<file path="src/design/frd_pkg.sv">
package frd_pkg;

  localparam int ID_W      = 11;
  localparam int CMD_W     = 2;
  localparam int FLOOR_W   = 2;
  localparam int BYTE_W    = 8;
  localparam int PAYLOAD_W = FLOOR_W + 1;
  localparam int REG_IDX_W = 3;

  localparam int QUEUE_DEPTH_DEF = 16;
  localparam int OPQ_DEPTH       = 2;

  // enable bit inside the first data byte of a status frame
  localparam int ENABLE_BIT_POS = 2;

  localparam logic [CMD_W-1:0] CMD_WEB = 2'd0;
  localparam logic [CMD_W-1:0] CMD_CAN = 2'd1;

  localparam logic [REG_IDX_W-1:0] REG_TX_ID          = 3'd0;
  localparam logic [REG_IDX_W-1:0] REG_ELEVATOR_ID    = 3'd1;
  localparam logic [REG_IDX_W-1:0] REG_CAR_ID         = 3'd2;
  localparam logic [REG_IDX_W-1:0] REG_FLOOR_ONE_ID   = 3'd3;
  localparam logic [REG_IDX_W-1:0] REG_FLOOR_TWO_ID   = 3'd4;
  localparam logic [REG_IDX_W-1:0] REG_FLOOR_THREE_ID = 3'd5;

  localparam logic [ID_W-1:0] TX_ID_RST          = 11'h100;
  localparam logic [ID_W-1:0] ELEVATOR_ID_RST    = 11'h101;
  localparam logic [ID_W-1:0] CAR_ID_RST         = 11'h200;
  localparam logic [ID_W-1:0] FLOOR_ONE_ID_RST   = 11'h201;
  localparam logic [ID_W-1:0] FLOOR_TWO_ID_RST   = 11'h202;
  localparam logic [ID_W-1:0] FLOOR_THREE_ID_RST = 11'h203;

  localparam logic [FLOOR_W-1:0] FLOOR_ONE   = 2'd1;
  localparam logic [FLOOR_W-1:0] FLOOR_TWO   = 2'd2;
  localparam logic [FLOOR_W-1:0] FLOOR_THREE = 2'd3;

  typedef struct packed {
    logic [ID_W-1:0] tx_id;
    logic [ID_W-1:0] elevator_id;
    logic [ID_W-1:0] car_id;
    logic [ID_W-1:0] floor_one_id;
    logic [ID_W-1:0] floor_two_id;
    logic [ID_W-1:0] floor_three_id;
  } cfg_t;

  typedef enum logic [1:0] {
    OP_NONE,
    OP_PUSH,
    OP_RELEASE
  } op_kind_t;

  typedef struct packed {
    op_kind_t            kind;
    logic [FLOOR_W-1:0]  floor;
  } op_t;

  typedef enum logic {
    BK_IDLE,
    BK_RESULT
  } back_state_t;

endpackage

</file>
<file path="src/design/frd_if.sv">
interface frd_req_if import frd_pkg::*; ();
  logic               valid;
  logic               ready;
  logic [CMD_W-1:0]   cmd;
  logic [FLOOR_W-1:0] web_floor;
  logic [ID_W-1:0]    frame_id;
  logic [BYTE_W-1:0]  first_byte;

  modport source (output valid, cmd, web_floor, frame_id, first_byte, input ready);
  modport sink   (input valid, cmd, web_floor, frame_id, first_byte, output ready);
endinterface

interface frd_res_if import frd_pkg::*; ();
  logic                 valid;
  logic                 ready;
  logic                 is_command;
  logic [ID_W-1:0]      out_id;
  logic [PAYLOAD_W-1:0] payload;
  logic                 dropped;

  modport source (output valid, is_command, out_id, payload, dropped, input ready);
  modport sink   (input valid, is_command, out_id, payload, dropped, output ready);
endinterface

</file>
<file path="src/design/frd_ram.sv">
module frd_ram #(
  parameter int WIDTH = 2,
  parameter int DEPTH = 16
) (
  input  logic                     clk,
  input  logic                     wr_en,
  input  logic [$clog2(DEPTH)-1:0] wr_addr,
  input  logic [WIDTH-1:0]         wr_data,
  input  logic                     rd_en,
  input  logic [$clog2(DEPTH)-1:0] rd_addr,
  output logic [WIDTH-1:0]         rd_data
);

  logic [WIDTH-1:0] mem [DEPTH];

  always_ff @(posedge clk) begin
    if (wr_en) begin
      mem[wr_addr] <= wr_data;
    end
    if (rd_en) begin
      rd_data <= mem[rd_addr];
    end
  end

endmodule

</file>
<file path="src/design/frd_front.sv">
module frd_front import frd_pkg::*; (
  input  logic          clk,
  input  logic          rst,
  frd_req_if.sink       req,
  input  cfg_t          cfg,
  output logic          op_valid,
  output op_t           op,
  input  logic          op_ready
);

  localparam int QPTR_W = $clog2(OPQ_DEPTH);
  localparam int QCNT_W = $clog2(OPQ_DEPTH + 1);

  op_t               q [OPQ_DEPTH];
  logic [QPTR_W-1:0] wptr;
  logic [QPTR_W-1:0] rptr;
  logic [QCNT_W-1:0] count;
  op_t               cls;
  logic              push;
  logic              pop;

  // decode one event into a queue operation; identifier priority follows
  // car, floor one, two, three, then elevator status
  always_comb begin
    cls.kind  = OP_NONE;
    cls.floor = '0;
    if (req.cmd == CMD_WEB) begin
      cls.kind  = OP_PUSH;
      cls.floor = req.web_floor;
    end else if (req.cmd == CMD_CAN) begin
      if (req.frame_id == cfg.car_id) begin
        cls.kind  = OP_PUSH;
        cls.floor = req.first_byte[FLOOR_W-1:0];
      end else if (req.frame_id == cfg.floor_one_id) begin
        cls.kind  = OP_PUSH;
        cls.floor = FLOOR_ONE;
      end else if (req.frame_id == cfg.floor_two_id) begin
        cls.kind  = OP_PUSH;
        cls.floor = FLOOR_TWO;
      end else if (req.frame_id == cfg.floor_three_id) begin
        cls.kind  = OP_PUSH;
        cls.floor = FLOOR_THREE;
      end else if (req.frame_id == cfg.elevator_id && !req.first_byte[ENABLE_BIT_POS]) begin
        cls.kind = OP_RELEASE;
      end
    end
  end

  assign req.ready = (count != QCNT_W'(OPQ_DEPTH));
  assign op_valid  = (count != '0);
  assign op        = q[rptr];
  assign push      = req.valid && req.ready;
  assign pop       = op_valid && op_ready;

  always_ff @(posedge clk) begin
    if (rst) begin
      wptr  <= '0;
      rptr  <= '0;
      count <= '0;
    end else begin
      if (push) begin
        wptr <= (wptr == QPTR_W'(OPQ_DEPTH - 1)) ? '0 : wptr + 1'b1;
      end
      if (pop) begin
        rptr <= (rptr == QPTR_W'(OPQ_DEPTH - 1)) ? '0 : rptr + 1'b1;
      end
      if (push && !pop) begin
        count <= count + 1'b1;
      end else if (pop && !push) begin
        count <= count - 1'b1;
      end
    end
  end

  always_ff @(posedge clk) begin
    if (push) begin
      q[wptr] <= cls;
    end
  end

endmodule

</file>
<file path="src/design/frd_back.sv">
module frd_back import frd_pkg::*; #(
  parameter int QUEUE_DEPTH = QUEUE_DEPTH_DEF
) (
  input  logic             clk,
  input  logic             rst,
  input  logic             op_valid,
  input  op_t              op,
  output logic             op_ready,
  input  logic [ID_W-1:0]  tx_id,
  frd_res_if.source        res
);

  localparam int PTR_W = $clog2(QUEUE_DEPTH);
  localparam int CNT_W = $clog2(QUEUE_DEPTH + 1);

  back_state_t        state;
  back_state_t        state_next;
  logic [PTR_W-1:0]   rd_ptr;
  logic [PTR_W-1:0]   wr_ptr;
  logic [CNT_W-1:0]   fill;
  logic               busy;

  logic               take;
  logic               load;
  logic               do_push;
  logic               drop_now;
  logic               busy_after;
  logic               disp_now;
  logic [CNT_W-1:0]   fill_after;
  logic [FLOOR_W-1:0] ram_q;

  // latched between the two steps of one operation
  logic               disp;
  logic               drop;
  logic               bypass;
  logic [FLOOR_W-1:0] bypass_floor;

  always_comb begin
    state_next = state;
    case (state)
      BK_IDLE: begin
        if (op_valid) begin
          state_next = BK_RESULT;
        end
      end
      BK_RESULT: begin
        if (!res.valid || res.ready) begin
          state_next = BK_IDLE;
        end
      end
      default: state_next = BK_IDLE;
    endcase
  end

  always_comb begin
    op_ready = 1'b0;
    load     = 1'b0;
    case (state)
      BK_IDLE:   op_ready = 1'b1;
      BK_RESULT: load     = !res.valid || res.ready;
      default: begin
        op_ready = 1'b0;
        load     = 1'b0;
      end
    endcase
  end

  assign take       = op_valid && op_ready;
  assign do_push    = (op.kind == OP_PUSH) && (fill != CNT_W'(QUEUE_DEPTH));
  assign drop_now   = (op.kind == OP_PUSH) && (fill == CNT_W'(QUEUE_DEPTH));
  assign busy_after = (op.kind == OP_RELEASE) ? 1'b0 : busy;
  assign fill_after = fill + CNT_W'(do_push);
  assign disp_now   = (op.kind != OP_NONE) && !busy_after && (fill_after != '0);

  frd_ram #(
    .WIDTH (FLOOR_W),
    .DEPTH (QUEUE_DEPTH)
  ) u_fifo (
    .clk     (clk),
    .wr_en   (take && do_push),
    .wr_addr (wr_ptr),
    .wr_data (op.floor),
    .rd_en   (take && disp_now),
    .rd_addr (rd_ptr),
    .rd_data (ram_q)
  );

  always_ff @(posedge clk) begin
    if (rst) begin
      state     <= BK_IDLE;
      rd_ptr    <= '0;
      wr_ptr    <= '0;
      fill      <= '0;
      busy      <= 1'b0;
      res.valid <= 1'b0;
    end else begin
      state <= state_next;
      if (take) begin
        if (do_push) begin
          wr_ptr <= (wr_ptr == PTR_W'(QUEUE_DEPTH - 1)) ? '0 : wr_ptr + 1'b1;
        end
        if (disp_now) begin
          rd_ptr <= (rd_ptr == PTR_W'(QUEUE_DEPTH - 1)) ? '0 : rd_ptr + 1'b1;
        end
        fill <= fill_after - CNT_W'(disp_now);
        busy <= disp_now || busy_after;
      end
      if (load) begin
        res.valid <= 1'b1;
      end else if (res.ready) begin
        res.valid <= 1'b0;
      end
    end
  end

  always_ff @(posedge clk) begin
    if (take) begin
      disp         <= disp_now;
      drop         <= drop_now;
      // empty queue: the entry popped is the one written in the same cycle
      bypass       <= (fill == '0);
      bypass_floor <= op.floor;
    end
    if (load) begin
      res.is_command <= disp;
      res.out_id     <= disp ? tx_id : '0;
      res.payload    <= disp ? {1'b1, (bypass ? bypass_floor : ram_q)} : '0;
      res.dropped    <= drop;
    end
  end

endmodule

</file>
<file path="src/design/floor_request_dispatcher.sv">
// Channel   Dir  Transaction carries
// req       in   cmd, web_floor, frame_id, first_byte
// res       out  is_command, out_id, payload, dropped
// cfg_*     in   cfg_index, cfg_data (write only)
//
// Each event gives one result; the back end does a queue update
// plus floor RAM read, then an output register load, before the next.
// The front end takes an event every cycle while its two-entry queue has
// room, so it can accept while the back end works or the result waits.
// Reset is synchronous; floor RAM contents are not cleared.
// A stalled res holds its result and stops the back end after one more op.
module floor_request_dispatcher import frd_pkg::*; #(
  parameter int QUEUE_DEPTH = QUEUE_DEPTH_DEF
) (
  input  logic                 clk,
  input  logic                 rst,
  frd_req_if.sink              req,
  frd_res_if.source            res,
  input  logic                 cfg_we,
  input  logic [REG_IDX_W-1:0] cfg_index,
  input  logic [ID_W-1:0]      cfg_data
);

  cfg_t cfg;
  logic op_valid;
  logic op_ready;
  op_t  op;

  always_ff @(posedge clk) begin
    if (rst) begin
      cfg.tx_id          <= TX_ID_RST;
      cfg.elevator_id    <= ELEVATOR_ID_RST;
      cfg.car_id         <= CAR_ID_RST;
      cfg.floor_one_id   <= FLOOR_ONE_ID_RST;
      cfg.floor_two_id   <= FLOOR_TWO_ID_RST;
      cfg.floor_three_id <= FLOOR_THREE_ID_RST;
    end else if (cfg_we) begin
      case (cfg_index)
        REG_TX_ID:          cfg.tx_id          <= cfg_data;
        REG_ELEVATOR_ID:    cfg.elevator_id    <= cfg_data;
        REG_CAR_ID:         cfg.car_id         <= cfg_data;
        REG_FLOOR_ONE_ID:   cfg.floor_one_id   <= cfg_data;
        REG_FLOOR_TWO_ID:   cfg.floor_two_id   <= cfg_data;
        REG_FLOOR_THREE_ID: cfg.floor_three_id <= cfg_data;
        default: ;
      endcase
    end
  end

  frd_front u_front (
    .clk      (clk),
    .rst      (rst),
    .req      (req),
    .cfg      (cfg),
    .op_valid (op_valid),
    .op       (op),
    .op_ready (op_ready)
  );

  frd_back #(
    .QUEUE_DEPTH (QUEUE_DEPTH)
  ) u_back (
    .clk      (clk),
    .rst      (rst),
    .op_valid (op_valid),
    .op       (op),
    .op_ready (op_ready),
    .tx_id    (cfg.tx_id),
    .res      (res)
  );

endmodule

</file>
<file path="src/flat_wrapper.sv">
// flat-port wrapper written by rule: the top's interface ports become plain ports
module floor_request_dispatcher_flat import frd_pkg::*;
#(
  parameter int QUEUE_DEPTH = QUEUE_DEPTH_DEF
)
  (clk, rst, cfg_we, cfg_index, cfg_data, req_valid, req_cmd, req_web_floor, req_frame_id, req_first_byte, req_ready, res_valid, res_is_command, res_out_id, res_payload, res_dropped, res_ready);
  frd_req_if req_i ();
  frd_res_if res_i ();
  input  logic clk;
  input  logic rst;
  input  logic cfg_we;
  input  logic [REG_IDX_W-1:0] cfg_index;
  input  logic [ID_W-1:0] cfg_data;
  input wire logic [$bits(req_i.valid)-1:0] req_valid;
  input wire logic [$bits(req_i.cmd)-1:0] req_cmd;
  input wire logic [$bits(req_i.web_floor)-1:0] req_web_floor;
  input wire logic [$bits(req_i.frame_id)-1:0] req_frame_id;
  input wire logic [$bits(req_i.first_byte)-1:0] req_first_byte;
  output wire logic [$bits(req_i.ready)-1:0] req_ready;
  output wire logic [$bits(res_i.valid)-1:0] res_valid;
  output wire logic [$bits(res_i.is_command)-1:0] res_is_command;
  output wire logic [$bits(res_i.out_id)-1:0] res_out_id;
  output wire logic [$bits(res_i.payload)-1:0] res_payload;
  output wire logic [$bits(res_i.dropped)-1:0] res_dropped;
  input wire logic [$bits(res_i.ready)-1:0] res_ready;
  assign req_i.valid = req_valid;
  assign req_i.cmd = req_cmd;
  assign req_i.web_floor = req_web_floor;
  assign req_i.frame_id = req_frame_id;
  assign req_i.first_byte = req_first_byte;
  assign req_ready = req_i.ready;
  assign res_valid = res_i.valid;
  assign res_is_command = res_i.is_command;
  assign res_out_id = res_i.out_id;
  assign res_payload = res_i.payload;
  assign res_dropped = res_i.dropped;
  assign res_i.ready = res_ready;
  floor_request_dispatcher #(.QUEUE_DEPTH(QUEUE_DEPTH)) u_core (.clk(clk), .rst(rst), .req(req_i), .res(res_i), .cfg_we(cfg_we), .cfg_index(cfg_index), .cfg_data(cfg_data));
endmodule
</file>
<file path="config.mk">
export PLATFORM = sky130hd
export DESIGN_NAME = floor_request_dispatcher_flat
export DESIGN_NICKNAME = d
export VERILOG_FILES = /design/src/design/frd_pkg.sv /design/src/design/frd_if.sv /design/src/design/frd_ram.sv /design/src/design/frd_front.sv /design/src/design/frd_back.sv /design/src/design/floor_request_dispatcher.sv /design/src/flat_wrapper.sv
export SDC_FILE = /design/constraint.sdc
export NUM_CORES = 1
export LEC_CHECK = 0
export ABC_AREA = 1
export BUFFER_PORTS_ARGS = -buffer_cell sky130_fd_sc_hd__buf_2
export CORE_ASPECT_RATIO = 1.75
export CORE_UTILIZATION = 62
export DETAILED_ROUTE_END_ITERATION = 10
export HOLD_SLACK_MARGIN = 0.1
export PLACE_DENSITY_LB_ADDON = 0.15
export SLEW_MARGIN = 20
export SYNTH_ARGS = -nofsm -noshare
export SYNTH_HDL_FRONTEND = slang
export SYNTH_SLANG_ARGS = --single-unit
</file>
<file path="constraint.sdc">
create_clock -name clk -period 8.97 [get_ports clk]
set_clock_uncertainty 0.15 [all_clocks]
set_input_delay 1.794 -clock clk [delete_from_list [all_inputs] [get_ports clk]]
set_output_delay 1.794 -clock clk [all_outputs]
set_load 0.02 [all_outputs]
</file>
=== Yosys cells after proc, flatten, opt, wreduce, memory -nomap -nowiden ===
Memory sizes are Yosys's and may differ from the RTL's. A register that Yosys moved wholly into a read port is not among the register bits.
Index checks and enable logic that the tools add are counted.

* Bits in registers: 107
* Word-level logic and storage cells: 117
* Memories kept: 2
* Bits of input ports: 42
* Memory bits (writable): 40
* Output and inout bits: 18

{| class="wikitable"
|+ Memories
! name !! depth !! width !! rd ports !! clocked after memory_dff !! wr ports !! line !! source
|-
| u_core.u_back.u_fifo.mem || 16 || 2 || 1 || 1 || 1 || frd_ram.sv:14 || <nowiki>logic [WIDTH-1:0] mem [DEPTH];</nowiki>
|-
| u_core.u_front.q || 2 || 4 || 1 || 1 || 1 || frd_front.sv:14 || <nowiki>op_t q [OPQ_DEPTH];</nowiki>
|}

* Bitwise operators: 1
* Multiplexer cells: 30
* Equal/unequal tests: 18
* Reduce and logical (&&, ||, !) cells: 34
* Add/subtract/negate cells: 8

{| class="wikitable"
|+ Operators by type and width
! cell !! number
|-
| $eq 11x11->1 || 5
|-
| $mux 4 || 7
|-
| $reduce_and 2->1 || 8
|-
| $mux 1 || 15
|-
| $mux 2 || 6
|-
| $logic_and 1x1->1 || 11
|-
| $add 4x1->4 const B || 2
|-
| $eq 4x4->1 const B || 2
|-
| $reduce_bool 2->1 || 4
|-
| $eq 3x2->1 const B || 2
|-
| $eq 3x3->1 const B || 2
|-
| $add 5x1->5 || 1
|-
| $eq 5x5->1 const B || 1
|-
| $logic_not 1->1 || 5
|-
| $logic_not 5->1 || 1
|-
| $ne 5x5->1 const B || 1
|-
| $reduce_bool 5->1 || 1
|-
| $sub 5x1->5 || 1
|-
| $eq 2x1->1 const B || 2
|-
| $eq 3x1->1 const B || 1
|-
| $logic_not 3->1 || 1
|-
| $mux 3 || 1
|-
| $add 1x1->1 const B || 2
|-
| $add 2x1->2 const B || 1
|-
| 7 further kinds || 8
|}

=== Depth between registers and ports, before layout ===
Gate-level depths: netlist of the first run.

* Depth in word-level cells: 9
* Depth in mapped cells: 21
* Gate-level depth less buffers: 21

=== Modules after synthesis ===
A second synthesis of the first run with hierarchy kept.

* Cells, all modules: 943
* Area total of the unflattened synthesis: 7,417.1 um2

{| class="wikitable"
|+ Modules (own cells, without submodules)
! module !! sequential area each (um2) !! cells an instance !! area an instance (um2) !! instances
|-
| floor_request_dispatcher || 1,321.3 || 381 || 2,647.5 || 1
|-
| frd_back || 920.9 || 192 || 1,710.4 || 1
|-
| frd_ram || 1,021.0 || 159 || 1,551.5 || 1
|-
| frd_front || 340.3 || 211 || 1,507.7 || 1
|}

=== Worst setup path after synthesis of the first run ===
Ideal clock, no wire load.

* Path kind: input-to-reg
* From: in res_ready
* To: reg u_core.u_back.res.dropped (enable)
* Setup slack: 5,792 ps
* Required time: 8,426 ps
* Data arrival time: 2,635 ps
* Setup time: 394 ps
* Cell stages on the path: 2
* Path buffers: 0
* Path through: inv_1 a21oi_1

* Word-level cells in the longest chain between the ends: 2

{| class="wikitable"
|+ Ends and longest elaborated chain
! item !! line !! source
|-
| start, declared || flat_wrapper.sv:25 || <nowiki>input wire logic [$bits(res_i.ready)-1:0] res_ready;</nowiki>
|-
| $logic_or 1x1->1 || frd_back.sv:60 || <nowiki>BK_RESULT: load = !res.valid || res.ready;</nowiki>
|-
| $mux 1 || frd_back.sv:58 || <nowiki>case (state)</nowiki>
|-
| named net u_core.u_back.load || frd_back.sv:24 || <nowiki>logic load;</nowiki>
|-
| end signal, assigned || frd_back.sv:128 || <nowiki>res.dropped <= drop;</nowiki>
|-
| end, declared || frd_if.sv:21 || <nowiki>modport source (output valid, is_command, out_id, payload, dropped, input ready);</nowiki>
|}

The timed path passes the listed nets, and every way through them passes these cells.
A chain may end at the register's enable or synchronous reset.

=== Worst setup path after layout of the first run ===
* From: reg u_core.u_back.fill[1]
* To: reg u_core.u_back.fill[4]

* Word-level cells in the longest chain between the ends: 6

{| class="wikitable"
|+ Ends and longest elaborated chain
! item !! line !! source
|-
| start, declared || frd_back.sv:20 || <nowiki>logic [CNT_W-1:0] fill;</nowiki>
|-
| start signal, assigned || frd_back.sv:105 || <nowiki>fill <= fill_after - CNT_W'(disp_now);</nowiki>
|-
| $ne 5x5->1 || frd_back.sv:69 || <nowiki>assign do_push = (op.kind == OP_PUSH) && (fill != CNT_W'(QUEUE_DEPTH));</nowiki>
|-
| $logic_and 1x1->1 || frd_back.sv:69 ||
|-
| $add 5x1->5 * || frd_back.sv:72 || <nowiki>assign fill_after = fill + CNT_W'(do_push);</nowiki>
|-
| $reduce_bool 5->1 * || frd_back.sv:73 || <nowiki>assign disp_now = (op.kind != OP_NONE) && !busy_after && (fill_after != '0);</nowiki>
|-
| $logic_and 1x1->1 * || frd_back.sv:73 ||
|-
| named net u_core.u_back.disp_now || frd_back.sv:28 || <nowiki>logic disp_now;</nowiki>
|-
| $sub 5x1->5 * || frd_back.sv:105 ||
|}

The timed path passes the listed nets; every way through them passes the cells marked *.

==> results of run 1 <==
==> metrics by stage <==
step / instances / setup slack [ns] / hold WS, ns / util [%]
global placement: 947 / 5.42 / 0.253 / 66.3
global route: 979 / 5.20 / 0.275 / 71.8
detailed placement: 947 / 5.32 / 0.256 / 66.3
floorplan: 798 / 5.79 / 0.250 / -
CTS: 979 / 5.43 / 0.271 / 71.8
finish: 979 / 5.42 / 0.274 / 71.8
==> synth_stat cells, types with 2 or more instances <==
master and n:
nand4_1 7, o211ai_1 6, o21ai_0 82, xnor2_1 35, mux2_2 2, o21ai_2 3
o22ai_1 6, inv_2 4, xor2_1 18, nand2_1 122, nand3_4 3, nor4_1 3
o221ai_1 2, inv_1 70, nand3_1 21, dfxtp_1 87, nor3_1 5, a21oi_1 26
buf_4 3, edfxtp_1 62, ha_1 10, clkbuf_1 20, nor2_1 171, buf_2 16
o21ai_1 4
==> state kept, by name, summed over array words and instances, names as in the netlist, 2 cells and up, named ones only <==
name	flops
u_core.u_back.res.out_id	11
u_core.u_back.res.payload	2
u_core.u_back.rd_ptr	4
u_core.u_back.u_fifo.rd_data	2
u_core.u_back.wr_ptr	4
u_core.u_front.count	2
u_core.u_back.fill	5
u_core.u_back.bypass_floor	2
u_core.u_front.q	8
u_core.cfg	66
u_core.u_back.u_fifo.mem	32
==> power by group through the flow <==
stage	Combinational [mW]	Sequential (mW)	Clock [mW]
final	0.537	0.907	0.696
after global routing	0.598	0.919	0.729
after CTS	0.538	0.908	0.702
after detailed placement	0.534	0.919	0
after global placement	0.512	0.914	0
after floorplan	0.391	0.916	0
==> logic make-up after synthesis <==
family          count (synthesis)
simple gates                  337
flops                         149
compound gates                132
buf+inv                       114
xor+xnor                       54
fa+ha+maj                      10
mux                             2
==> final timing paths <==
path,from,to,slack [ns],depth (start not counted)
worst min register to register,u_core.u_back.drop$_DFFE_PP_,u_core.u_back.res.dropped$_DFFE_PP_,0.27,0
worst max-delay path,u_core.u_back.fill[1]$_SDFFE_PP0P_,u_core.u_back.fill[4]$_SDFFE_PP0P_,5.42,18
worst min-delay path,u_core.u_back.drop$_DFFE_PP_,u_core.u_back.res.dropped$_DFFE_PP_,0.27,0
worst max register to register,u_core.u_back.fill[1]$_SDFFE_PP0P_,u_core.u_back.fill[4]$_SDFFE_PP0P_,5.42,18
==> cell type report <==
| class | instances | share of cell area (%) |
|---|---|---|
| clock buffers | 20 | 6.22 |
| clock inverters | 12 | 1.50 |
| inverters | 74 | 3.62 |
| multi-input cells | 535 | 35.6 |
| flip-flops and latches | 149 | 46.9 |
| well taps | 130 | 2.12 |
| repair buffers | 59 | 4.01 |
==> per-layer routing <==
layer / vias to the layer above / global-route usage (%)
met5: - / 0
met4: 0 / 15.0
met3: 30 / 5.63
met2: 134 / 53.6
met1: 2498 / 27.1
li1: 2665 / -
==> results.sh, run 1 <==
export IMPL_antenna_left=0
export IMPL_crit_arrival_ns=3.69
export IMPL_final_hold_violation_count=0
export IMPL_criticalPathCategory="reg -> reg"
export IMPL_muxShareOfSynthArea_pct=0.331
export IMPL_fp_dieH_um=141
export IMPL_critical_path_buf_inv_count=3
export IMPL_drt_wirelength_per_cell_um=15.2
export IMPL_worst_pin_slew_ns=0.867
export IMPL_power_density_nw_per_um2=278
export IMPL_synth_seq_cells=149
export IMPL_antenna_found_initial=0
export IMPL_clock_power_share_pct=32.5
export IMPL_clk_latency_ns=0.41
export IMPL_wl_met2_mm=8.57
export IMPL_clock_tree_buffer_depth=2
export IMPL_synth_area_um2=6800
export IMPL_grt_pass1_wl_mm=24.1
export IMPL_p_int_mw=1.43
export IMPL_topRoutingLayerUsed="met4"
export IMPL_maxCapViolCount=0
export IMPL_syn_nets=850
export IMPL_layout_common_cells="171 x nor2_1, 122 x nand2_1, 87 x dfxtp_1, 82 x o21ai_0, 70 x inv_1"
export IMPL_grt_pass1_vias=5253
export IMPL_synthAdderAreaFrac_pct=1.84
export IMPL_fillCellCount=844
export IMPL_slew_violations=0
export IMPL_tns_ns=0
export IMPL_antenna_cells=0
export IMPL_h_tree_depth=4
export IMPL_area_growth_pct=12.9
export IMPL_min_path_type="reg -> reg"
export IMPL_postPlaceCellArea_um2=7090
export IMPL_path_delay_family="simple AND/OR/NAND/NOR gates"
export IMPL_maxSlewHeadroom_pct=42.0
export IMPL_setup_viol=0
export IMPL_synth_compound_area_share_pct=10.5
export IMPL_start_util_pct=63.6
export IMPL_wirelength_mm=14.9
export IMPL_synth_avg_cell_area_um2=8.52
export IMPL_rows=50
export IMPL_drt_initial_drc_count=280
export IMPL_wl_met1_mm=5.25
export IMPL_hpwlAfterDp_mm=10.8
export IMPL_yosys_area_top_type_share_pct=27.4
export IMPL_cpMostUsedCell="ha_1"
export IMPL_globalplace_congestion=0.850
export IMPL_cts_sinks=149
export IMPL_fin_area_um2=7680
export IMPL_die_w_um=81.2
export IMPL_cp_end_kind="flip-flop"
export IMPL_core_area_um2=10700
export IMPL_track_usage_pct=28.2
export IMPL_num_vias=5327
export IMPL_cpPeakStageDelay_ns=0.44
export IMPL_rsz0062_at_grt="false"
export IMPL_period_minus_slack_ns=3.55
export IMPL_layout_nets=888
export IMPL_yosys_warnings=0
export IMPL_cts_hold_buffers_added=0
export IMPL_ios=60
export IMPL_p_leak_nw=3.31
export IMPL_ys_flop_type="dfxtp_1"
export IMPL_status="complete, no violations"
export IMPL_die_area_um2=11400
export IMPL_path_cells="nor4_1, nand2_1, nand2_1, inv_1, ha_1, ha_1, xor2_1, nor2_2, nand3_4, nand2_1, inv_1, ha_1, ha_1, inv_1, or2_1, nor2_1, xor2_1, a21oi_1"
export IMPL_seq_area_frac_synth_pct=53.0
export IMPL_numCtsBuffers=17
export IMPL_synth_simple_gate_area_share_pct=20.5
export IMPL_cp_max_fo=5
export IMPL_critPathLaunchType="flip-flop"
export IMPL_cts_root_buf="clkbuf_16"
export IMPL_clk_pin_slew_ns=0.06
export IMPL_synth_cell_type_count=35
export IMPL_fin_crit_sh_pct=39.5
export IMPL_drc_errors=0
export IMPL_multi_input_area_um2=2740
export IMPL_synth_xor_area_share_pct=7.06
export IMPL_ys_async_sr_fraction_pct=0
export IMPL_cts_resized=0
export IMPL_synth_top_family_by_area="simple AND/OR/NAND/NOR gates"
export IMPL_max_freq_ghz=0.282
export IMPL_switching_share_pct=33.3
export IMPL_slowest_stage="nor4_1"
export IMPL_synthTopCellsByArea="edfxtp_1 27%, dfxtp_1 26%, nor2_1 9.4%"
export IMPL_gr_total_overflow=0
export IMPL_finalPower_mw=2.14
export IMPL_wl_met3_um=487
export IMPL_layout_commonest_cell="nor2_1"
export IMPL_syn_instance_count=798
export IMPL_power_switching_mw=0.711
export IMPL_io_buffers=54
export IMPL_combPwrFrac_pct=25.1
export IMPL_synth_edf_count=62
export IMPL_seqPwrFrac_pct=42.4
export IMPL_final_layout_size_suffix_gt1_share_pct=12.7
export IMPL_cts_tree="built"
export IMPL_dr_pass1_iters=5
export IMPL_via_per_inst=5.44
export IMPL_vdd_drop_max_mv=0.294
export IMPL_postCtsSetupBuffers=0
export IMPL_synth_top_area_cell="edfxtp_1"
export IMPL_required_ns=9.12
export IMPL_grt_max_degree=75
export IMPL_regArea_um2=3600
No activity file was read; power rests on OpenSTA's default activity.
==> run 2, diff against run 1 <==
--- a/config.mk
+++ b/config.mk
@@ -8,7 +8,7 @@
 export ABC_AREA = 1
 export BUFFER_PORTS_ARGS = -buffer_cell sky130_fd_sc_hd__buf_2
 export CORE_ASPECT_RATIO = 1.75
-export CORE_UTILIZATION = 62
+export CORE_UTILIZATION = 59
 export DETAILED_ROUTE_END_ITERATION = 10
 export HOLD_SLACK_MARGIN = 0.1
 export PLACE_DENSITY_LB_ADDON = 0.15
==> constraint.sdc (replaced) <==
create_clock -name clk -period 3.6 [get_ports clk]
set_clock_uncertainty 0.15 [all_clocks]
set_input_delay 0.72 -clock clk [delete_from_list [all_inputs] [get_ports clk]]
set_output_delay 0.72 -clock clk [all_outputs]
set_load 0.02 [all_outputs]
==> run 2 against run 1 <==
Against the previous run: total power rose to 2.5 times the previous value; first-iteration DRC count fell by 16%; non-clock buffer count rose by 6; combinational power rose to 2.6 times the previous value; maximum frequency rose by 4.3%; final area rose by 1.1%; final cell count rose by 0.82%; critical path type unchanged; largest cell class unchanged; highest routed layer unchanged.
==> results.sh, run 2 (synthesis gave the netlist of run 1 again) <==
export IMPL_status="complete, no violations"
export IMPL_criticalPathCategory="reg -> reg"
export IMPL_hpwlAfterDp_mm=10.7
export IMPL_largest_reg_flops=66
export IMPL_area_growth_pct=14.1
export IMPL_crit_path_end="u_core.u_back.fill[4]$_SDFFE_PP0P_"
export IMPL_drt_initial_drc_count=236
export IMPL_antenna_left=0
export IMPL_cts_tree="built"
export IMPL_fin_util_pct=69.5
export IMPL_track_usage_pct=25.7
export IMPL_postPlaceCellArea_um2=7130
export IMPL_min_path_type="reg -> reg"
export IMPL_finalPower_mw=5.40
export IMPL_via_per_inst=5.44
export IMPL_dr_pass1_iters=5
export IMPL_critPathLaunchType="flip-flop"
export IMPL_cts_hold_buffers_added=0
export IMPL_ios=60
export IMPL_worst_pin_slew_ns=0.610
export IMPL_timing_rr_end="u_core.u_back.fill[4]$_SDFFE_PP0P_"
export IMPL_maxCapViolCount=0
export IMPL_ff2ff_setup_slack_ns=0.20
export IMPL_fin_crit_sh_pct=94.5
export IMPL_dp_cells=954
export IMPL_maxSlewHeadroom_pct=59.3
export IMPL_vdd_drop_max_mv=0.618
export IMPL_fin_area_um2=7760
export IMPL_cp_max_fo=5
export IMPL_cts_sinks=149
export IMPL_crit_arrival_ns=3.54
export IMPL_required_ns=3.74
export IMPL_fillCellCount=870
export IMPL_clk_pin_slew_ns=0.06
export IMPL_tns_ns=0
export IMPL_layout_nets=894
export IMPL_clk_latency_ns=0.41
export IMPL_layout_commonest_cell="nor2_1"
export IMPL_r2r_start="u_core.u_back.fill[2]$_SDFFE_PP0P_"
export IMPL_grt_max_degree=46
export IMPL_rr_worst_depth=19
export IMPL_die_area_um2=12000
export IMPL_globalplace_congestion=0.860
export IMPL_gr_total_overflow=0
export IMPL_max_flop_register="u_core.cfg"
export IMPL_setup_worst_path_start="u_core.u_back.fill[2]$_SDFFE_PP0P_"
export IMPL_num_vias=5365
export IMPL_grt_pass1_wl_mm=23.7
export IMPL_final_hold_violation_count=0
export IMPL_wirelength_mm=15.0
export IMPL_period_minus_slack_ns=3.40
export IMPL_grt_pass1_vias=5215
export IMPL_numCtsBuffers=17
export IMPL_cts_root_buf="clkbuf_16"
export IMPL_core_area_um2=11200
export IMPL_rows=51
export IMPL_cp_end_kind="flip-flop"
export IMPL_max_freq_ghz=0.294
export IMPL_final_layout_size_suffix_gt1_share_pct=13.7
export IMPL_layout_common_cells="171 x nor2_1, 122 x nand2_1, 87 x dfxtp_1, 82 x o21ai_0, 70 x inv_1"
export IMPL_die_w_um=83.2
export IMPL_clock_tree_buffer_depth=2
export IMPL_p_leak_nw=3.36
export IMPL_setup_viol=0
export IMPL_io_buffers=54
export IMPL_h_tree_depth=4
export IMPL_antenna_cells=0
export IMPL_power_density_nw_per_um2=696
export IMPL_drt_wirelength_per_cell_um=15.2
export IMPL_fin_cells=987
export IMPL_drc_errors=0
export IMPL_antenna_found_initial=0
export IMPL_fp_dieH_um=144
export IMPL_start_util_pct=60.9
export IMPL_slew_violations=0
export IMPL_top_regs="u_core.cfg x66, u_core.u_back.u_fifo.mem x32, u_core.u_back.res.out_id x11"
## run 2: changes by cell type in the layout (fill, tap and decap cells not counted), sizes merged
cell / delta
clkinv: +5
inv: -3
clkinvlp: -2
buf: +6
## run 2: where the power goes
part	switching [mW]	leakage, nW	internal (mW)
sequential	0.164	1.29	2.07
clock	0.692	0.302	1.08
combinational	0.924	1.78	0.468
## run 2: timing repair
| item | CTS | global route |
|---|---|---|
| resized for setup | 0 | 2 |
| endpoints found under the setup margin | 0 | 1 |
| setup buffers | 0 | 1 |
## run 2: worst min-delay path by stage
stage,depth (start not counted),startpoint,slack [ns],to
2_1_floorplan,0,u_core.u_back.drop$_DFFE_PP_,0.25,u_core.u_back.res.dropped$_DFFE_PP_
5_1_grt,0,u_core.u_back.drop$_DFFE_PP_,0.31,u_core.u_back.res.dropped$_DFFE_PP_
3_5_place_dp,0,u_core.u_back.drop$_DFFE_PP_,0.27,u_core.u_back.res.dropped$_DFFE_PP_
3_3_place_gp,0,u_core.u_back.drop$_DFFE_PP_,0.28,u_core.u_back.res.dropped$_DFFE_PP_
4_1_cts,0,u_core.u_back.drop$_DFFE_PP_,0.29,u_core.u_back.res.dropped$_DFFE_PP_
6_report,0,u_core.u_back.drop$_DFFE_PP_,0.29,u_core.u_back.res.dropped$_DFFE_PP_
## run 2: area by class of cell
type | instances | area, µm² | share of cell area (%)
clock buffer | 20 | 500 | 6.45
timing repair buffer | 65 | 353 | 4.54
clock inverter | 12 | 114 | 1.47
multi-input combinational | 535 | 2750 | 35.4
tap | 132 | 165 | 2.13
sequential | 149 | 3600 | 46.4
inverter | 74 | 278 | 3.58
## run 2: critical path: stages, from the launching register on
cell and delay (ns):
dfxtp_1 0.38, nor4_2 0.32, nand2_1 0.15, nand2_1 0.09
inv_1 0.04, ha_1 0.21, ha_1 0.25, nand3_1 0.12
xnor2_1 0.13, inv_1 0.12, nand3_4 0.13, nand2_1 0.06
inv_1 0.08, ha_1 0.19, ha_1 0.17, inv_1 0.05
or2_1 0.24, nor2_1 0.12, xor2_1 0.19, a21oi_1 0.09
## run 2: layer usage
metal	wire length, µm	global-route usage (%)
met1	5380	24.3
met2	8730	52.4
met3	439	4.00
met4	442	13.1
met5	0	0
## run 2: stage by stage
| stage | worst slack (ns) | hold WS [ns] |
|---|---|---|
| floorplan | 0.621 | 0.250 |
| global placement | 0.361 | 0.277 |
| detailed placement | 0.193 | 0.274 |
| CTS | 0.184 | 0.289 |
| global route | -0.0311 | 0.305 |
| finish | 0.199 | 0.288 |
